**config.mk**
```make
export PLATFORM = sky130hd
export DESIGN_NAME = sensor_frame_deframer_crc16
export DESIGN_NICKNAME = d
export VERILOG_FILES = /design/src/design/sfd_pkg.sv /design/src/design/sensor_frame_deframer_crc16.sv
export SDC_FILE = /design/constraint.sdc
export NUM_CORES = 1
export LEC_CHECK = 0
export BUFFER_PORTS_ARGS = -buffer_cell sky130_fd_sc_hd__buf_4
export CORE_UTILIZATION = 55
export DETAILED_ROUTE_END_ITERATION = 8
export GPL_ROUTABILITY_DRIVEN = 0
export HOLD_SLACK_MARGIN = 0.02
export PLACE_DENSITY = 0.75
export SLEW_MARGIN = 0
export SYNTH_ARGS = -nofsm -noshare
export SYNTH_HDL_FRONTEND = slang
export SYNTH_SLANG_ARGS = --single-unit
```
**constraint.sdc**
```tcl
create_clock -name clk -period 7 [get_ports clk]
set_input_delay 0.35 -clock clk [delete_from_list [all_inputs] [get_ports clk]]
set_output_delay 0.35 -clock clk [all_outputs]
set_load 0.01 [all_outputs]
```
**src/design/sfd_pkg.sv**
```systemverilog
// sfd_pkg: constants and crc helper for the sensor frame deframer
// no dependencies
`timescale 1ns / 1ps
`default_nettype none

package sfd_pkg;

    localparam logic [15:0] CRC_INIT    = 16'hFFFF;
    localparam logic [15:0] CRC_POLY    = 16'h1021;
    localparam logic [7:0]  SYNC_FIRST  = 8'hAA;
    localparam logic [7:0]  SYNC_SECOND = 8'h55;

    // payload byte positions within a frame
    localparam logic [2:0] IDX_SEQ    = 3'd0;
    localparam logic [2:0] IDX_TEMP0  = 3'd1;
    localparam logic [2:0] IDX_TEMP1  = 3'd2;
    localparam logic [2:0] IDX_TEMP2  = 3'd3;
    localparam logic [2:0] IDX_TEMP3  = 3'd4;
    localparam logic [2:0] IDX_CRC_LO = 3'd5;
    localparam logic [2:0] IDX_CRC_HI = 3'd6;

    localparam logic [2:0] CRC_SPAN = 3'd5;

    // crc-16/ccitt-false, one byte msb first
    function automatic logic [15:0] crc_byte(input logic [15:0] crc, input logic [7:0] b);
        logic [15:0] c;
        c = crc ^ {b, 8'h00};
        for (int i = 0; i < 8; i++)
        begin
            if (c[15])
            begin
                c = {c[14:0], 1'b0} ^ CRC_POLY;
            end
            else
            begin
                c = {c[14:0], 1'b0};
            end
        end
        return c;
    endfunction

endpackage

`default_nettype wire

```
**src/design/sensor_frame_deframer_crc16.sv**
```systemverilog
// sensor_frame_deframer_crc16: sync-word hunt, frame collection and crc check
// depends on sfd_pkg
`timescale 1ns / 1ps
`default_nettype none

//  channel | handshake            | payload
//  --------+----------------------+---------------------------------------------
//  in      | in_valid / in_ready  | rx_byte
//  out     | out_valid / out_ready| crc_ok, frame_seq, temp_bits, drop_count,
//          |                      | link_up
//
// one byte per cycle; a stalled output holds back only the byte that ends a
// frame; other bytes keep flowing. a byte is held in the input register, then
// the crc step (eight unrolled shifts) and frame state update run from it into
// the frame state registers, and the result register takes a frame's result
// as its last byte leaves. rst_n clears all frame and link state at once.

module sensor_frame_deframer_crc16 (
    input  wire logic        clk,
    input  wire logic        rst_n,
    input  wire logic        in_valid,
    output logic             in_ready,
    input  wire logic [7:0]  rx_byte,
    output logic             out_valid,
    input  wire logic        out_ready,
    output logic             crc_ok,
    output logic [7:0]       frame_seq,
    output logic [31:0]      temp_bits,
    output logic [7:0]       drop_count,
    output logic             link_up
);
    import sfd_pkg::*;

    logic        s1_vld_reg;
    logic [7:0]  s1_byte_reg;

    logic [7:0]  prev_reg,   prev_next;
    logic [2:0]  cnt_reg,    cnt_next;
    logic        frame_reg,  frame_next;
    logic [15:0] crc_reg,    crc_next;
    logic [7:0]  seq_reg,    seq_next;
    logic [31:0] ftemp_reg,  ftemp_next;
    logic [7:0]  rcrc_lo_reg, rcrc_lo_next;
    logic [7:0]  exp_reg,    exp_next;
    logic [7:0]  miss_reg,   miss_next;
    logic [31:0] stemp_reg,  stemp_next;
    logic        link_reg,   link_next;

    logic        ovld_reg;
    logic        ok_reg;
    logic [7:0]  oseq_reg;
    logic [31:0] otemp_reg;
    logic [7:0]  odrop_reg;
    logic        olink_reg;

    logic        ends_frame;
    logic        out_free;
    logic        advance;
    logic        ok;

    assign ends_frame = frame_reg && (cnt_reg == IDX_CRC_HI);
    assign out_free   = !ovld_reg || out_ready;
    assign advance    = s1_vld_reg && (!ends_frame || out_free);
    assign in_ready   = !s1_vld_reg || advance;
    assign ok         = ({s1_byte_reg, rcrc_lo_reg} == crc_reg);

    always_comb
    begin
        prev_next    = prev_reg;
        cnt_next     = cnt_reg;
        frame_next   = frame_reg;
        crc_next     = crc_reg;
        seq_next     = seq_reg;
        ftemp_next   = ftemp_reg;
        rcrc_lo_next = rcrc_lo_reg;
        exp_next     = exp_reg;
        miss_next    = miss_reg;
        stemp_next   = stemp_reg;
        link_next    = link_reg;
        if (!frame_reg)
        begin
            if (prev_reg == SYNC_FIRST && s1_byte_reg == SYNC_SECOND)
            begin
                frame_next   = 1'b1;
                cnt_next     = IDX_SEQ;
                crc_next     = CRC_INIT;
                ftemp_next   = '0;
                rcrc_lo_next = '0;
            end
            else
            begin
                prev_next = s1_byte_reg;
            end
        end
        else
        begin
            if (cnt_reg < CRC_SPAN)
            begin
                crc_next = crc_byte(crc_reg, s1_byte_reg);
            end
            case (cnt_reg)
                IDX_SEQ:    seq_next           = s1_byte_reg;
                IDX_TEMP0:  ftemp_next[7:0]    = s1_byte_reg;
                IDX_TEMP1:  ftemp_next[15:8]   = s1_byte_reg;
                IDX_TEMP2:  ftemp_next[23:16]  = s1_byte_reg;
                IDX_TEMP3:  ftemp_next[31:24]  = s1_byte_reg;
                IDX_CRC_LO: rcrc_lo_next       = s1_byte_reg;
                default:    rcrc_lo_next       = rcrc_lo_reg;
            endcase
            if (cnt_reg != IDX_CRC_HI)
            begin
                cnt_next = cnt_reg + 3'd1;
            end
            else
            begin
                if (ok)
                begin
                    stemp_next = ftemp_reg;
                    miss_next  = miss_reg + (seq_reg - exp_reg);
                    link_next  = 1'b1;
                    exp_next   = seq_reg + 8'd1;
                end
                frame_next = 1'b0;
                cnt_next   = IDX_SEQ;
                prev_next  = '0;
            end
        end
    end

    // input register
    always_ff @(posedge clk or negedge rst_n)
    begin
        if (!rst_n)
        begin
            s1_vld_reg <= 1'b0;
        end
        else if (in_ready)
        begin
            s1_vld_reg <= in_valid;
        end
    end

    always_ff @(posedge clk)
    begin
        if (in_ready && in_valid)
        begin
            s1_byte_reg <= rx_byte;
        end
    end

    // frame state
    always_ff @(posedge clk or negedge rst_n)
    begin
        if (!rst_n)
        begin
            prev_reg    <= '0;
            cnt_reg     <= '0;
            frame_reg   <= 1'b0;
            crc_reg     <= CRC_INIT;
            seq_reg     <= '0;
            ftemp_reg   <= '0;
            rcrc_lo_reg <= '0;
            exp_reg     <= '0;
            miss_reg    <= '0;
            stemp_reg   <= '0;
            link_reg    <= 1'b0;
        end
        else if (advance)
        begin
            prev_reg    <= prev_next;
            cnt_reg     <= cnt_next;
            frame_reg   <= frame_next;
            crc_reg     <= crc_next;
            seq_reg     <= seq_next;
            ftemp_reg   <= ftemp_next;
            rcrc_lo_reg <= rcrc_lo_next;
            exp_reg     <= exp_next;
            miss_reg    <= miss_next;
            stemp_reg   <= stemp_next;
            link_reg    <= link_next;
        end
    end

    // result register
    always_ff @(posedge clk or negedge rst_n)
    begin
        if (!rst_n)
        begin
            ovld_reg <= 1'b0;
        end
        else if (out_free)
        begin
            ovld_reg <= advance && ends_frame;
        end
    end

    always_ff @(posedge clk)
    begin
        if (advance && ends_frame)
        begin
            ok_reg    <= ok;
            oseq_reg  <= seq_reg;
            otemp_reg <= stemp_next;
            odrop_reg <= miss_next;
            olink_reg <= link_next;
        end
    end

    assign out_valid  = ovld_reg;
    assign crc_ok     = ok_reg;
    assign frame_seq  = oseq_reg;
    assign temp_bits  = otemp_reg;
    assign drop_count = odrop_reg;
    assign link_up    = olink_reg;

endmodule

`default_nettype wire

```
# Yosys cells after proc, flatten, opt, wreduce, memory -nomap -nowiden
# Index checks and enable logic that the tools add are counted.
[totals]
reg_bits = 185
out_inout_bits = 52
inputBits = 12
wordCells = 130
[op_classes]
n_mux = 52
eq_ne = 18
n_reduce_logical = 23
n_addsub = 4
bitwise_logic = 10
n_lt_le_gt_ge = 1
[ops]
columns = ["operator", "n"]
rows = [
  ["2-to-1 mux 16 bit", 17],
  ["2-to-1 mux 32 bit", 5],
  ["2-to-1 mux 13 bit", 8],
  ["2-to-1 mux 8 bit", 13],
  ["NOT 3 bit", 8],
  ["AND reduction 3 bit", 8],
  ["equality test 16 bit", 1],
  ["XOR 16 bit", 1],
  ["!= test 2 x 1 -> 1 bit (second input constant)", 6],
  ["equality test 3 bit (second input constant)", 3],
  ["2-to-1 mux 3 bit", 3],
  ["adder 8 x 1 -> 8 bit (second input constant)", 1],
  ["adder 8 bit", 1],
  ["equality test 8 x 7 -> 1 bit (second input constant)", 1],
  ["equality test 8 bit (second input constant)", 1],
  ["subtractor 8 bit", 1],
  ["equality test 3 x 2 -> 1 bit (second input constant)", 2],
  ["2-to-1 mux 1 bit", 6],
  ["logical AND 1 bit", 5],
  ["!= test 2 bit (second input constant)", 2],
  ["AND reduction 4 bit", 1],
  ["adder 3 x 1 -> 3 bit (second input constant)", 1],
  ["equality test 3 x 1 -> 1 bit (second input constant)", 1],
  ["logical NOT 1 bit", 3],
  ["other kinds (7)", 9],
]

# Longest topological paths before layout
# Gate-level depths: netlist of the first run.
[logic_depth]
depth_word = 33
depth_mapped = 11
mapped_depth_nobuf = 11

# Worst setup path after synthesis of the first run
# Ideal clock, no wire load.
[synth_path]
path_type = "flip-flop to flip-flop"
startpoint = "reg seq_reg[1]"
endpoint = "reg odrop_reg[7] (netlist: drop_count[7]) (data pin)"
setup_time_ps = 269
arrival_time_ps = 2282
path_buffers = 0
path_stages_with_launch = 10
required_ps = 6731
synth_period_minus_slack_ps = 2551
slack_ps = 4449
cell_sequence = "dfrtp_1 > inv_1 > fa_1 > inv_1 > ha_1 > a211oi_1 > o211ai_1 > a21o_1 > a211oi_1 > xor2_1"
[synth_between]
elab_chain_cells = 5
[synth_rtl]
columns = ["element", "line", "text"]
rows = [
  ["start: declaration", "sensor_frame_deframer_crc16.sv:41", "logic [7:0] seq_reg, seq_next;"],
  ["start signal: assignment", "sensor_frame_deframer_crc16.sv:174", "seq_reg <= seq_next;"],
  ["subtractor 8 bit", "sensor_frame_deframer_crc16.sv:119", "miss_next = miss_reg + (seq_reg - exp_reg);"],
  ["adder 8 bit", "sensor_frame_deframer_crc16.sv:119", ""],
  ["2-to-1 mux 8 bit", "sensor_frame_deframer_crc16.sv:116", "if (ok)"],
  ["2-to-1 mux 8 bit", "sensor_frame_deframer_crc16.sv:110", "if (cnt_reg != IDX_CRC_HI)"],
  ["2-to-1 mux 8 bit", "sensor_frame_deframer_crc16.sv:80", "if (!frame_reg)"],
  ["named net miss_next[7]", "sensor_frame_deframer_crc16.sv:45", "logic [7:0] miss_reg, miss_next;"],
  ["end signal: assignment", "sensor_frame_deframer_crc16.sv:204", "odrop_reg <= miss_next;"],
  ["end: declaration", "sensor_frame_deframer_crc16.sv:53", "logic [7:0] odrop_reg;"],
]
# The timed path passes the listed nets, and every way through them passes these cells.
# A chain may end at the register's enable or synchronous reset.

# Final worst setup path of the first run
[layout_path]
startpoint = "reg s1_byte_reg[1]"
endpoint = "reg otemp_reg[0] (netlist: temp_bits[0]) (data pin)"
[layout_between]
elab_chain_cells = 4
[layout_rtl]
columns = ["element", "line", "text"]
rows = [
  ["start: declaration", "sensor_frame_deframer_crc16.sv:35", "logic [7:0] s1_byte_reg;"],
  ["start signal: assignment", "sensor_frame_deframer_crc16.sv:147", "s1_byte_reg <= rx_byte;"],
  ["equality test 16 bit", "sensor_frame_deframer_crc16.sv:65", "assign ok = ({s1_byte_reg, rcrc_lo_reg} == crc_reg);"],
  ["2-to-1 mux 32 bit", "sensor_frame_deframer_crc16.sv:116", ""],
  ["2-to-1 mux 32 bit", "sensor_frame_deframer_crc16.sv:110", ""],
  ["2-to-1 mux 32 bit", "sensor_frame_deframer_crc16.sv:80", ""],
  ["named net stemp_next[0]", "sensor_frame_deframer_crc16.sv:46", "logic [31:0] stemp_reg, stemp_next;"],
  ["end signal: assignment", "sensor_frame_deframer_crc16.sv:203", "otemp_reg <= stemp_next;"],
  ["end: declaration", "sensor_frame_deframer_crc16.sv:52", "logic [31:0] otemp_reg;"],
]
# The timed path passes the listed nets, and every way through them passes these cells.

==> metrics.cfg, run 1 <==
[status]
outcome=complete, but fails checks
violations=negative hold slack

[cts]
htreeDepth=4
cts.sinks=185
clkLatencyLatePin_ps=430
root_buffer=clkbuf_16
clkSlewWorstSetupHoldPaths_ps=70
post_cts_buffers=0
cts_buffer_depth=2
cts_buffers=17
post_cts_resized=0
cts_tree=done
cts_hold_buf=0

[finish]
utilization_pct=64.7
stdcell_area_um2=9550
drive_gt1_share_pct=35.1
fin_nets=688
n_antenna_cell=0
area_delta_synth_final_pct=13.0

[drt]
viasPerCell=5.78
drt_drc_violations_left=0
drt_iter0_drc=403
num_vias=4946
totalWireLength_mm=16.8
wl_per_cell_um=19.6
ant_nets=0
drt_first_pass_iters=4

[critical_path]
required_ps=7180
arrival_ps=3570
end_kind=flip-flop
cp_slowest_stage_delay_ps=990
crit_path_start_kind=flip-flop
crit_type=flip-flop to flip-flop
path_max_fanout=40
crit_path_start=s1_byte_reg[1]
path_cells=xnor2_1 -> nand4_1 -> or4_1 -> nor2_4 -> mux2_2
cp_slowest_cell=nor2_4
r2r_start=s1_byte_reg[1]

[synth]
yosysTopAreaCell=dfrtp_1
synth.distinct_cells=49
synth_warnings=0
syn_area_per_cell_um2=14.1
synth-seq-cells=185
synth_ff_type=dfrtp_1
netlist_area_um2=8450
synthCells=599
synth_edf_count=58
yosysTopAreaCellShare_pct=32.9
yosys-top-cells-area=dfrtp_1 (33%), edfxtp_1 (21%), mux2_2 (11%), mux2_4 (5.3%), dfstp_2 (5.0%)
synth_fp_nets=628
yosys.cell_count.top_type=dfrtp_1
ys_seq_area_share_pct=58.4
yosys-top-cells-count=dfrtp_1 (111), mux2_2 (84), edfxtp_1 (58)
synthArstFlopShare_pct=68.6

[sta]
finalSetupTns_ps=0
layout_min_cycle_time_ps=3400
slew-limit-headroom_pct=19.2
rsz0062_at_grt=no
hold_viol=10
min_period_over_period_pct=48.5
finalHoldWorstSlack_ps=-7.05
worst_pin_slew_ps=1210
slew_viol_final=0
setup_violations=0
finClkSkew_ps=10.1
fmax_ghz=0.295

[placed_design]
port_buffers=63
postPlaceCellArea_um2=8980
dp_hpwl_mm=11.0

[die]
ios=64
dieArea_um2=15900
start_util_pct=57.3
coreArea_um2=14800
placementRows=44
dieHeight_um=126
chipWidth_um=126

[power_and_ir_drop]
ir_drop_mv=0.233
leakage_uw=0.00425
p_per_area_nw_per_um2=348

[run]
max_cap_violations=0

[grt]
grt_pass1_vias=5053
antenna_found_initial=0
grt_overflow=0
grt_max_degree=71
grt_pass1_wl_mm=27.1
grt_use_total_pct=22.8

[hold_path]
hp-class=primary input to asynchronous set/reset pin

[worst max-delay path: cells and delay by family (launching register included)]
| kind | cells | cell delay, ps |
|---|---|---|
| muxes | 1 | 430 |
| xor gates and xnor gates | 1 | 340 |
| DFF | 1 | 530 |
| and+or+nand+nor | 3 | 1810 |
[metal layers]
metal	part of all wire, %	GRT usage, %
met1	46	30.6
met5	0	0
met2	49	37.2
met3	3.7	4.21
met4	1.7	8.22
[cells by family after synthesis]
family | after synthesis | synth area share, %
DFF | 185 | 58.4
muxes | 119 | 17.1
and+or+nand+nor | 90 | 5.57
AOI/OAI and AO/OA | 83 | 6.85
buffers and inverters | 60 | 3.92
xor gates and xnor gates | 45 | 4.93
adders and majority gates | 17 | 3.14
[through the flow]
step | power [uW] | setup WS (ps) | cells
floorplan | 2150 | 4450 | 599
global placement | 2350 | 3710 | 824
detailed placement | 2390 | 3600 | 824
CTS | 3330 | 3580 | 856
global route | 3500 | 3400 | 856
finish | 3320 | 3600 | 856
[area by class of cell]
cell class | count | area, um2
clock inverter | 13 | 116
fill | 1089 | 5210
multi-input combinational | 354 | 3180
clock buffer | 19 | 453
tap | 184 | 230
inverter | 35 | 131
sequential | 185 | 4940
timing repair buffer | 66 | 495
[cell usage in the layout (no fill, tap or decap), types with 4 or more instances in the layout]
master     Yosys  routed
a21o_1         5       5
a21oi_1        5       5
a22o_1        20      20
a22oi_1        4       4
a31oi_1       15      15
and2_1        10      10
buf_4          2      66
clkbuf_16      0      17
clkinv_2       0       4
dfrtp_1      111     111
dfstp_2       16      16
edfxtp_1      58      58
fa_1           7       7
ha_1          10      10
inv_1         34      33
inv_6          0       4
mux2_2        84      84
mux2_4        30      30
nand2_1       19      19
nand2b_1       4       4
nand3_1        6       6
nand4_1        5       5
nor2_1        26      26
nor4bb_1       4       4
o211ai_1       5       5
o21ai_0       18      18
xnor2_1       30      30
xor2_1        12      12
[worst paths after layout]
path	endpoint	slack [ps]	cells past startpoint
worst min register to register	link_reg	490	1
max in group asynchronous	exp_reg[3]	5620	2
worst max-delay path	temp_bits[0]	3600	5
worst max register to register	temp_bits[0]	3600	5
min in group clk	s1_byte_reg[1]	100	1
worst min-delay path	seq_reg[5]	-7	1
[where the power goes]
| part | leakage (uW) | internal (uW) | switching, uW |
|---|---|---|---|
| registers | 0.00222 | 1330 | 195 |
| logic | 0.00176 | 401 | 471 |
| clock network | 0.000276 | 511 | 409 |
No activity file was read; power rests on OpenSTA's default activity.
==> inputs of run 2 (changes only) <==
--- a/config.mk
+++ b/config.mk
@@ -5,6 +5,7 @@
 export SDC_FILE = /design/constraint.sdc
 export NUM_CORES = 1
 export LEC_CHECK = 0
+export ABC_AREA = 1
 export BUFFER_PORTS_ARGS = -buffer_cell sky130_fd_sc_hd__buf_4
 export CORE_UTILIZATION = 55
 export DETAILED_ROUTE_END_ITERATION = 8
==> constraint.sdc (replaced) <==
create_clock -name clk -period 3.5 [get_ports clk]
set_input_delay 0.175 -clock clk [delete_from_list [all_inputs] [get_ports clk]]
set_output_delay 0.175 -clock clk [all_outputs]
set_load 0.01 [all_outputs]
==> run 2 against run 1 <==
The run now ends clean. Sequential cell count did not move. Power grew 29%. Utilization fell by 0.18 points. Clock skew is 0.90 ps lower. First-iteration DRC count up 53%. Non-clock buffer count is 16 higher. Largest cell class unchanged. Largest power group unchanged. Fmax is 32% higher. Critical path depth rose by 4.
==> metrics.cfg, run 2 <==
[cts]
htreeDepth=4  ; unchanged
post_cts_buffers=0  ; unchanged
cts_buffers=17  ; unchanged
cts.sinks=185  ; unchanged
clkLatencyLatePin_ps=440  ; about the same
cts_tree=done
cts_buffer_depth=2  ; unchanged
root_buffer=clkbuf_16
clkSlewWorstSetupHoldPaths_ps=70  ; about the same

[synth]
netlist_area_um2=9050  ; +7.1%
yosys-top-cells-count=nand2_1 (386), inv_1 (137), dfrtp_1 (111)
yosysTopAreaCell=dfrtp_1
synth_edf_count=58  ; unchanged
synth.distinct_cells=37  ; -24%
synthCells=1044  ; +74%
syn_area_per_cell_um2=8.67  ; -39%
yosysTopAreaCellShare_pct=30.7  ; -2.2 points
synth-seq-cells=185  ; unchanged
ys_seq_area_share_pct=54.6  ; -3.9 points
synth_fp_nets=1073  ; +71%
synthArstFlopShare_pct=68.6  ; unchanged
yosys.cell_count.top_type=nand2_1
synth_warnings=0  ; unchanged
synth_ff_type=dfrtp_1
yosys-top-cells-area=dfrtp_1 (31%), edfxtp_1 (19%), nand2_1 (16%), inv_1 (5.7%), dfstp_2 (4.6%)

[drt]
drt_drc_violations_left=0  ; unchanged
drt_iter0_drc=615  ; +53%
viasPerCell=5.17  ; -11%
wl_per_cell_um=14.1  ; -28%
num_vias=6903  ; +40%
totalWireLength_mm=18.8  ; +12%
drt_first_pass_iters=6  ; +2
ant_nets=0  ; unchanged

[sta]
layout_min_cycle_time_ps=2570  ; -822 ps
min_period_over_period_pct=73.5  ; +25 points
rsz0062_at_grt=no
slew-limit-headroom_pct=32.0  ; +13 points
hold_viol=0  ; -10
fin_ws_ps=927  ; -2680 ps
finClkSkew_ps=9.24  ; -0.900 ps
fmax_ghz=0.389  ; +32%
finalSetupTns_ps=0  ; unchanged
worst_pin_slew_ps=1020  ; -189 ps
slew_viol_final=0  ; unchanged
setup_violations=0  ; unchanged

[finish]
drive_gt1_share_pct=14.8  ; -20 points
n_fill_cell=1349  ; +24%
utilization_pct=64.5  ; -0.18 points
n_antenna_cell=0  ; unchanged
area_delta_synth_final_pct=14.1
multi_input_area_um2=3310  ; +4.1%
final_common_cell=nand2_1
fin_nets=1136  ; +65%
regArea_um2=4940  ; unchanged
stdcell_area_um2=10300  ; +8.2%
mostFrequentLayoutCells=nand2_1 (386), inv_1 (136), dfrtp_1 (111), buf_4 (68), o21ai_0 (61)

[critical_path]
required_ps=3680  ; -3500 ps
crit_path_start_kind=flip-flop
path_cells=inv_1 -> fa_1 -> fa_1 -> o21ai_0 -> nand3_1 -> nand3_1 -> nand2_1 -> o21ai_0 -> inv_1
cp_slowest_cell=fa_1
arrival_ps=2760  ; -810 ps
cp_slowest_stage_delay_ps=540  ; -450 ps
end_kind=flip-flop
path_max_fanout=4  ; -90%
crit_type=flip-flop to flip-flop

[placed_design]
dp_slack_ps=957  ; -2640 ps
port_buffers=63  ; unchanged
postPlaceCellArea_um2=9650  ; +7.5%
dp_hpwl_mm=12.5  ; +14%

[grt]
antenna_found_initial=0  ; unchanged
grt_pass1_vias=6382  ; +26%
grt_pass1_wl_mm=31.3  ; +15%
grt_overflow=0  ; unchanged
grt_max_degree=79  ; +11%
grt_use_total_pct=24.2  ; +1.4 points

[hold_path]
hp-class=primary input to asynchronous set/reset pin

[power_and_ir_drop]
p_sw_uw=975  ; -9.2%
switching_share_pct=22.8  ; -9.6 points
pwr-share-seq_pct=53.2  ; +7.2 points
finalPower_uw=4280  ; +29%
comb_power_share_pct=3.9  ; -22 points
pwr-share-clk_pct=42.9  ; +15 points
leakage_uw=0.00472  ; +11%
p_per_area_nw_per_um2=414  ; +19%
intPower_uw=3300  ; +47%
ir_drop_mv=0.332  ; +43%

[status]
outcome=completed

[die]
chipWidth_um=130  ; +3.4%
start_util_pct=56.6  ; -0.71 points
ios=64  ; unchanged
dieArea_um2=17000  ; +7.0%
coreArea_um2=16000  ; +8.4%
dieHeight_um=130  ; +3.4%
placementRows=46  ; +4.5%

[run]
max_cap_violations=0  ; unchanged

## run 2: changes by cell type in the layout (fill, tap and decap cells not counted), sizes merged, moves of 28 or more
cell / before / now
mux2: 116 / 0
nand3: 6 / 41
nand2: 19 / 392
xnor2: 33 / 5
nand4: 5 / 58
inv: 38 / 152
o21ai: 18 / 103
## run 2: layer usage
layer / track usage (%) / vias to the layer above / part of all wire [%]
met4: 6.57 / 0 / 1.1
met5: 0 / - / 0
li1: - / 3461 / -
met1: 33.1 / 3218 / 46
met2: 38.9 / 200 / 48
met3: 5.41 / 24 / 4.9
## run 2: cell families (layout without fill, tap and decap cells)
| kind of cell | count (synthesis) | count (layout) | synth area share [%] |
|---|---|---|---|
| xor gates and xnor gates | 14 | 14 | 1.35 |
| adders and majority gates | 17 | 17 | 2.93 |
| AOI/OAI and AO/OA | 107 | 107 | 6.75 |
| buffers and inverters | 186 | 262 | 8.86 |
| DFF | 185 | 185 | 54.6 |
| and+or+nand+nor | 535 | 535 | 25.5 |
## run 2: what timing repair did
item | CTS | global route
hold buffers | 11 | 0
gates resized for setup | 0 | 0
hold endpoints to repair | 45 | 0
## run 2: final timing paths
kind	slack, ps	start	endpoint	cells after the start
worst max-delay path	930	seq_reg[1]	drop_count[6]	9
worst min-delay path	340	rst_n	prev_reg[3]	2
worst max register to register	930	seq_reg[1]	drop_count[6]	9
worst min register to register	480	prev_reg[7]	prev_reg[7]	2
max in group asynchronous	2280	rst_n	ftemp_reg[16]	3
min in group clk	450	rx_byte[1]	s1_byte_reg[1]	2
## run 2: final cells by class
cell class	instances	area share [%]
Sequential cell	185	47.8
Multi-Input combinational cell	673	32.1
Timing Repair Buffer	82	6.59
Inverter	148	5.39
Clock buffer	23	4.74
Tap cell	216	2.62
Clock inverter	9	0.751
## run 2: worst max-delay path, delay by kind of cell, from the launching register on
family / cells / cell delay (ps)
DFF: 1 / 390
and+or+nand+nor: 3 / 290
AOI/OAI and AO/OA: 2 / 440
adders and majority gates: 2 / 1020
buffers and inverters: 2 / 170
## run 2: per-stage QoR
| stage | hold slack (ps) | std cells |
|---|---|---|
| floorplan | -121 | 1044 |
| global placement | 274 | 1293 |
| detailed placement | 275 | 1293 |
| CTS | 363 | 1336 |
| global route | 414 | 1336 |
| finish | 344 | 1336 |
## run 2: power groups by stage
| stage | Sequential (uW) | Combinational (uW) | Clock, uW |
|---|---|---|---|
| global placement | 2320 | 153 | 0 |
| detailed placement | 2320 | 155 | 0 |
| finish | 2280 | 165 | 1840 |
| floorplan | 2310 | 97.3 | 0 |
| global route | 2280 | 191 | 1940 |
| CTS | 2280 | 166 | 1860 |
==> inputs of run 3 (changes only) <==
--- a/config.mk
+++ b/config.mk
@@ -11,7 +11,7 @@
 export DETAILED_ROUTE_END_ITERATION = 8
 export GPL_ROUTABILITY_DRIVEN = 0
 export HOLD_SLACK_MARGIN = 0.02
-export PLACE_DENSITY = 0.75
+export PLACE_DENSITY = 0.78
 export SLEW_MARGIN = 0
 export SYNTH_ARGS = -nofsm -noshare
 export SYNTH_HDL_FRONTEND = slang
==> constraint.sdc (replaced) <==
create_clock -name clk -period 2.3 [get_ports clk]
set_input_delay 0.115 -clock clk [delete_from_list [all_inputs] [get_ports clk]]
set_output_delay 0.115 -clock clk [all_outputs]
set_load 0.01 [all_outputs]
==> run 3 against run 2 <==
The flow now finishes with violations (negative setup slack). Sequential share of layout area down 1.7 points. Power is 52% higher. Via count rose by 3.6%. Global-route usage rose by 0.69 points. Hold slack lost 140 ps. Utilization grew 2.4 points. Cell count increased by 2.5%. Combinational power rose by 59%. Die area is the same. Setup slack lost 930 ps. Largest cell class unchanged.
==> metrics.cfg, run 3 (same netlist as run 2, synthesis figures left out) <==
[status]
outcome=complete, but fails checks
violations=negative setup slack

[sta]
rsz0062_at_grt=yes
setup_violations=1  ; +1
slew-limit-headroom_pct=57.1  ; +25 points
slew_viol_final=0  ; unchanged
fin_ws_ps=-4.71  ; -932 ps
layout_min_cycle_time_ps=2300  ; -268 ps
worst_pin_slew_ps=643  ; -377 ps
finClkSkew_ps=6.50  ; -2.74 ps
fmax_ghz=0.434  ; +12%
finalHoldWorstSlack_ps=206  ; -138 ps
min_period_over_period_pct=100  ; +27 points
hold_viol=0  ; unchanged

[critical_path]
cp_slowest_stage_delay_ps=590  ; +50 ps
crit_path_start_kind=flip-flop
path_cells=inv_2 -> fa_1 -> inv_1 -> ha_1 -> nand2_1 -> nand2_2 -> nand4_1 -> nand3_1 -> nand2_1 -> nand2_2 -> o21ai_2 -> inv_1
cp_slowest_cell=fa_1
end_kind=flip-flop
arrival_ps=2500  ; -260 ps
required_ps=2490  ; -1190 ps
rr_worst_depth=12  ; +3
path_max_fanout=3  ; -1
crit_type=flip-flop to flip-flop

[placed_design]
dp_hpwl_mm=13.1  ; +4.3%
postPlaceCellArea_um2=9900  ; +2.6%
dp_slack_ps=-12.1  ; -969 ps
port_buffers=63  ; unchanged

[cts]
root_buffer=clkbuf_16
cts_tree=done
htreeDepth=4  ; unchanged
cts_buffer_depth=2  ; unchanged
cts.sinks=185  ; unchanged
clkLatencyLatePin_ps=440  ; about the same
clkSlewWorstSetupHoldPaths_ps=70  ; about the same
cts_buffers=17  ; unchanged

[drt]
totalWireLength_mm=20.0  ; +6.6%
drt_first_pass_iters=6  ; unchanged
ant_nets=0  ; unchanged
drt_drc_violations_left=0  ; unchanged
num_vias=7153  ; +3.6%
viasPerCell=5.22  ; +1.0%
wl_per_cell_um=14.6  ; +4.0%
drt_iter0_drc=532  ; -13%

[power_and_ir_drop]
p_per_area_nw_per_um2=605  ; +46%
ir_drop_mv=0.536  ; +61%
leakage_uw=0.00489  ; +3.7%

[finish]
n_antenna_cell=0  ; unchanged
final_common_cell=nand2_1
area_delta_synth_final_pct=18.4
fin_nets=1170  ; +3.0%
stdcell_area_um2=10700  ; +3.8%
mostFrequentLayoutCells=nand2_1 (381), inv_1 (128), dfrtp_1 (111), buf_4 (99)
drive_gt1_share_pct=19.8  ; +5.0 points

[hold_path]
hp-class=primary input to asynchronous set/reset pin

[run]
max_cap_violations=0  ; unchanged

[grt]
grt_overflow=0  ; unchanged
antenna_found_initial=0  ; unchanged
grt_use_total_pct=24.9  ; +0.69 points
grt_max_degree=73  ; -7.6%
grt_pass1_vias=6593  ; +3.3%
grt_pass1_wl_mm=32.3  ; +3.1%

[die]
coreArea_um2=16000  ; unchanged
start_util_pct=56.6  ; unchanged
dieArea_um2=17000  ; unchanged
ios=64  ; unchanged
chipWidth_um=130  ; unchanged
dieHeight_um=130  ; unchanged
placementRows=46  ; unchanged

[run 3: where the power goes]
group	leakage (uW)	total, uW	internal, uW	switching, uW
clock	0.000276	2760	1440	1320
combinational	0.00281	263	87.2	175
sequential	0.00181	3460	3420	42.1
[run 3: final timing paths]
check | to | start | slack, ps
setup reg to reg | drop_count[7] | seq_reg[1] | -5
min in group clk | s1_byte_reg[3] | rx_byte[3] | 390
max in group asynchronous | crc_reg[4] | rst_n | 1370
setup / recovery | drop_count[7] | seq_reg[1] | -5
hold reg to reg | link_reg | link_reg | 470
hold / removal | seq_reg[7] | rst_n | 210
[run 3: layout make-up]
class / instances / area [um2]
Clock buffer: 19 / 443
Clock inverter: 13 / 109
Fill cell: 1223 / 5290
Inverter: 148 / 562
Multi-Input combinational cell: 673 / 3420
Sequential cell: 185 / 4940
Tap cell: 216 / 270
Timing Repair Buffer: 116 / 967
[run 3: routing by layer]
metal  GRT usage (%)  wire (um)  part of all wire, %  vias to the layer above
li1                -          -                    -                     3529
met1            33.9       9060                   45                     3365
met2            40.3       9550                   48                      204
met3            4.51        904                  4.5                       55
met4            8.21        511                  2.6                        0
met5               0          0                    0                        -
[run 3: stage by stage]
stage                     TNS [ps]  total power (uW)  util [%]  cells
after floorplan                  0              3660         -   1044
after global placement           0              3770      61.9   1322
after detailed placement     -12.1              3770      61.9   1322
after CTS                        0              6520      66.1   1365
after global routing          -280              6670      67.0   1370
final                        -4.71              6490      67.0   1370
[run 3: what timing repair did]
item | in CTS | in global routing
buffers inserted | 0 | 5
resized for setup | 4 | 29
hold buffers | 11 | 0
setup endpoints to repair | 3 | 38
hold endpoints to repair | 45 | 0
pin swaps | 2 | 10
[run 3: critical path: cells and delay by family, from the launching register on]
family | cells | cell delay [ps]
AND/OR/NAND/NOR | 6 | 530
adder cells (fa/ha/maj) | 2 | 870
AO/OA/AOI/OAI | 1 | 130
flip-flops | 1 | 370
buffers and inverters | 3 | 170
